File: src/design/sialu_pkg.sv
`default_nettype none
package sialu_pkg;
  localparam int unsigned DataWidth = 32;
  localparam int unsigned ModeWidth = 4;
  localparam int unsigned ErrWidth = 2;
  // one quotient bit per pipeline stage, grouped into pass modules
  localparam int unsigned BitsPerPass = 4;
  localparam int unsigned NumPasses = DataWidth / BitsPerPass;
  localparam int unsigned InWidth = ((ModeWidth + 2 * DataWidth + 7) / 8) * 8;
  localparam int unsigned OutWidth = ((DataWidth + 1 + ErrWidth + 7) / 8) * 8;

  typedef enum logic [ModeWidth-1:0] {
    OP_GT  = 4'd0,
    OP_LT  = 4'd1,
    OP_EQ  = 4'd2,
    OP_NE  = 4'd3,
    OP_GE  = 4'd4,
    OP_LE  = 4'd5,
    OP_ADD = 4'd6,
    OP_SUB = 4'd7,
    OP_MUL = 4'd8,
    OP_DIV = 4'd9,
    OP_REM = 4'd10
  } op_e;

  typedef enum logic [ErrWidth-1:0] {
    ERR_NONE     = 2'd0,
    ERR_DIV_ZERO = 2'd1,
    ERR_OVERFLOW = 2'd2
  } err_e;

  // item state travelling with the divider
  typedef struct packed {
    logic                 vld;
    logic                 div_op;    // take the division result
    logic                 rem_op;
    logic                 neg_q;
    logic                 neg_r;
    logic [DataWidth-1:0] fast;      // result of all non-division ops
    logic                 truth;
    logic [ErrWidth-1:0]  err;
    logic [DataWidth-1:0] divisor;   // magnitude
    logic [DataWidth-1:0] quo;       // dividend shifting out, quotient shifting in
    logic [DataWidth-1:0] rem;
  } div_slot_t;
endpackage
`default_nettype wire

File: src/design/sialu_front.sv
`default_nettype none
// Decode, compare, add/sub, multiply and division setup in one stage.
module sialu_front import sialu_pkg::*; (
  input  wire logic                  clk_i,
  input  wire logic                  rst_ni,
  input  wire logic                  en_i,
  input  wire logic                  vld_i,
  input  wire logic [ModeWidth-1:0]  mode_i,
  input  wire logic [DataWidth-1:0]  a_i,
  input  wire logic [DataWidth-1:0]  b_i,
  output div_slot_t                  slot_o
);
  div_slot_t slot_d, slot_q;
  logic lt_ab, lt_ba, eq_ab, r;
  logic [DataWidth-1:0] prod;

  assign lt_ab = $signed(a_i) < $signed(b_i);
  assign lt_ba = $signed(b_i) < $signed(a_i);
  assign eq_ab = a_i == b_i;
  assign prod = a_i * b_i;

  always_comb begin
    slot_d = '0;
    r = 1'b0;
    slot_d.vld = vld_i;
    slot_d.divisor = b_i[DataWidth-1] ? DataWidth'(-b_i) : b_i;
    slot_d.quo = a_i[DataWidth-1] ? DataWidth'(-a_i) : a_i;
    slot_d.neg_q = a_i[DataWidth-1] ^ b_i[DataWidth-1];
    slot_d.neg_r = a_i[DataWidth-1];
    case (mode_i)
      OP_GT: r = lt_ba;
      OP_LT: r = lt_ab;
      OP_EQ: r = eq_ab;
      OP_NE: r = !eq_ab;
      OP_GE: r = !lt_ab;
      OP_LE: r = !lt_ba;
      default: r = 1'b0;
    endcase
    case (mode_i)
      OP_GT, OP_LT, OP_EQ, OP_NE, OP_GE, OP_LE: begin
        slot_d.truth = 1'b1;
        slot_d.fast = DataWidth'(r);
      end
      OP_ADD: slot_d.fast = a_i + b_i;
      OP_SUB: slot_d.fast = a_i - b_i;
      OP_MUL: slot_d.fast = prod;
      OP_DIV, OP_REM: begin
        if (b_i == '0) begin
          slot_d.err = ERR_DIV_ZERO;
        end else begin
          slot_d.div_op = (mode_i == OP_DIV);
          slot_d.rem_op = (mode_i == OP_REM);
          if (a_i == {1'b1, {(DataWidth-1){1'b0}}} && b_i == '1) begin
            slot_d.err = ERR_OVERFLOW;
          end
        end
      end
      default: slot_d.fast = '0;
    endcase
  end

  always_ff @(posedge clk_i or negedge rst_ni) begin
    if (!rst_ni) begin
      slot_q <= '0;
    end else if (en_i) begin
      slot_q <= slot_d;
    end
  end

  assign slot_o = slot_q;
endmodule
`default_nettype wire

File: config.mk
export PLATFORM = sky130hd
export DESIGN_NAME = sialu_front
export DESIGN_NICKNAME = d
export VERILOG_FILES = /design/src/design/sialu_pkg.sv /design/src/design/sialu_front.sv
export SDC_FILE = /design/constraint.sdc
export NUM_CORES = 2
export LEC_CHECK = 0
export BUFFER_PORTS_ARGS = -buffer_cell sky130_fd_sc_hd__buf_2
export CORE_ASPECT_RATIO = 2
export CORE_MARGIN = 1.5
export CORE_UTILIZATION = 30
export CTS_CLUSTER_SIZE = 14
export DETAILED_ROUTE_END_ITERATION = 8
export PLACE_DENSITY = 0.52
export SLEW_MARGIN = 20
export SYNTH_ARGS = -nofsm -noshare
export SYNTH_HDL_FRONTEND = slang
export SYNTH_SLANG_ARGS = --single-unit
File: constraint.sdc
create_clock -name clk_i -period 1.8 [get_ports clk_i]
set_input_delay 0.54 -clock clk_i [delete_from_list [all_inputs] [get_ports clk_i]]
set_output_delay 0.54 -clock clk_i [all_outputs]
set_load 0.01 [all_outputs]
==> summary.md <==
| Metric | Value |
|---|---|
| CTS buffer count | 9 |
| Worst flop-to-flop path endpoint | slot_o[99] |
| Seq/Total Area, Yosys | 0.1065 |
| Cells after Synth | 2919 |
| Initial Utilization | 0.3039 |
| Max cap viols | 0 |
| WP data arrival | 7.02 ns |
| Mapped Area | 24430 um^2 |
| CORE AREA | 80380 um^2 |
| Largest register FFs | 104 |
| Vias | 24369 |
| CTS sink cnt | 104 |
| Met2 GRT Util | 0.5472 |
| Pin count of the biggest net entering global routing | 98 |
| Crit path from | b_i[5] |
| Die Width | 204.8 um |
| Area post-placement | 32430 um^2 |
| Placer Congestion | 1.023 |
| Fin. max-slew vios | 0 |
| H-tree Lvls | 3 |
| GRT Total Usage | 0.3113 |
| Clk Latency, worst-skew pair | 0.40 ns |
| Yosys Warn Count | 0 |
| M3 GR Usage | 0.04115 |
| Status | finished, violations left |
| Post-Syn Area per Cell | 8.368 um^2 |
| Post-CTS Hold Buffers | 0 |
| Crit path kind | in -> reg |
| Critical Path RT | 2.08 ns |
| Share of layout cells above drive strength 1 | 0.3662 |
| Minimum clock period | 6.740 ns |
| Setup violations, final | 85 |
| First-pass GRT wire length | 179.9 mm |
| HP Class | in -> async |
| Finished Cell Area | 35540 um^2 |
| Worst-path fanout max | 6 |
| Reg2Reg Setup Slack | 0.22 ns |
| Initial antenna violation count | 4 |
| Cells taking the most area after synthesis | fa_1 34%, ha_1 11%, dfrtp_1 11%, inv_1 7.1%, nor2_1 6.9% |
| Post-DP HPWL | 106.4 mm |
| Synth area leader | fa_1 |
| Synth cell count leaders | 461 x inv_1, 448 x nor2_1, 410 x fa_1 |
| Ports | 208 |
| Area Growth Syn to Fin | 45.49% |
| Final setup margin | -4.940 ns |
| Post-synth EDFFs | 0 |
| Failing checks | setup timing |
| Hold Vio Cnt, Final | 0 |
| End of the critical path | slot_o[130] |
| Reg clk slew, reported paths | 0.08 ns |
| Skew final | 0 ns |
| Top cell type's share of synthesized area | 0.3360 |
| Synth Register Bits | 104 |
| Routed Wire Length | 127.0 mm |
| GRT busiest layer | met2 |
| Startpoint types | input port |
| Critical register-to-register path startpoint | slot_o[99] |
| 1st-iter DRT viols | 1476 |
| CP endpoint kind | flop |
| Worst slew pin tran | 1.130 ns |
| Die span in y | 406.5 um |
| WL per Instance | 26.78 um |
| Ys async rst share | 1.000 |
| Remaining DRCs | 0 |
| Die area | 83240 um^2 |
| Utilization after layout | 0.4421 |
| Post-DRT Antenna Nets | 0 |
| Via density | 5.137 |
| Vias in the first global route | 26849 |
| Netlist cell types | 73 |
| Root Buffer | clkbuf_16 |
| Period utilisation layout | 3.744 |
| Top_reg_cell synth | dfrtp_1 |
| Total gr overflow | 0 |
| Count leader, synth | inv_1 |
| Non-Filler Instances | 4744 |
| Net count, final | 4398 |
| Cell Rows | 147 |
| RSZ-0062 raised after global routing | true |
| Worst reg2reg path depth | 7 |
| Max Buffers Root-to-Sink | 2 |
| # port buffers | 175 |
| Relative slew slack | 0.2396 |
| Fmax | 0.1484 GHz |
| CTS tree | yes |
| Placed cell count | 4675 |
| DRT Pass-1 Iters | 6 |
| GR met1 Demand/Resource | 0.2940 |
cells in the final DEF, fill, tap and decap left out, types with 10 or more instances in the layout:
cell	Yosys	layout
a211oi_1	19	13
a21o_1	25	25
a21oi_1	138	119
a21oi_2	0	16
a31oi_1	13	11
buf_12	0	53
buf_2	1	150
buf_4	32	644
buf_6	2	64
buf_8	0	10
conb_1	1	32
dfrtp_1	104	104
fa_1	410	372
fa_2	0	38
ha_1	221	166
ha_4	0	48
inv_1	461	415
inv_2	7	31
nand2_1	295	279
nand3_1	27	23
nand4_1	19	19
nor2_1	448	389
nor2_2	0	44
nor2_4	0	15
nor3_1	21	17
o21ai_0	80	49
o21ai_2	0	19
o21bai_1	12	10
o221ai_1	18	16
o31ai_4	0	14
xnor2_1	150	125
xnor2_2	0	22
xor2_1	26	23
repair_timing:
action,CTS,global route
setup buffers,51,7
pin swaps,177,67
resized for setup,436,101
endpoints found under the setup margin,96,86
gates cloned,5,0
cells by family after synthesis:
group / Yosys count / share of synthesized area
other: 1 / 0.0001535
DFF: 104 / 0.1065
adders and majority gates: 631 / 0.4492
muxes: 12 / 0.005174
AOI/OAI and AO/OA: 433 / 0.1153
xor gates and xnor gates: 176 / 0.06311
and+or+nand+nor: 888 / 0.1511
buffers and inverters: 674 / 0.1095
area by class of cell:
type                    instances  area, um^2
clock inverters                 7       87.58
repair inverters                3       33.78
diodes                          1       2.502
clock buffers                   9       225.2
repair buffers                923        7572
inverters                     482        2042
flip-flops and latches        104        2603
multi-input cells            2172       21670
fillers                      7967       44840
well taps                    1043        1305
worst max-delay path: stages:
cell,delay (ns)
buf_12,0.12
inv_12,0.07
buf_12,0.14
buf_6,0.12
nor2_4,0.04
fa_1,0.53
fa_1,0.43
fa_1,0.48
inv_1,0.05
fa_1,0.53
inv_1,0.05
fa_1,0.49
fa_1,0.43
fa_2,0.59
fa_1,0.47
ha_4,0.26
a21o_1,0.15
a21o_1,0.14
a21o_1,0.23
buf_6,0.14
a21o_1,0.17
o41ai_4,0.07
nor3_1,0.08
a211oi_1,0.23
buf_4,0.16
mux2i_1,0.17
o221ai_1,0.11
worst min-delay path by stage:
stage	start	end
2_1_floorplan	rst_ni	slot_o[100]
3_3_place_gp	slot_o[132]	slot_o[132]
3_5_place_dp	slot_o[100]	slot_o[100]
4_1_cts	rst_ni	slot_o[59]
5_1_grt	rst_ni	slot_o[95]
6_report	rst_ni	slot_o[59]
per-stage QoR:
| stage | hold slack (ns) | setup WS (ns) | TNS, ns |
|---|---|---|---|
| detailed placement | 0.4715 | -5.655 | -235.30 |
| CTS | 0.1188 | -4.931 | -157.29 |
| finish | 0.1119 | -4.940 | -159.78 |
| global route | 0.1290 | -5.162 | -165.77 |
| global placement | 0.4682 | -5.609 | -234.32 |
| floorplan | 0.2444 | -4.943 | -146.55 |
metal layers:
| layer | routed length (um) | vias to the layer above |
|---|---|---|
| met1 | 40330 | 12086 |
| met2 | 63200 | 1068 |
| met5 | 0 | - |
| met4 | 17520 | 0 |
| met3 | 5971 | 533 |
| li1 | - | 10682 |
Power is not shown: default switching activity piles up to over one toggle a cycle in this logic, so the estimate is an artifact.
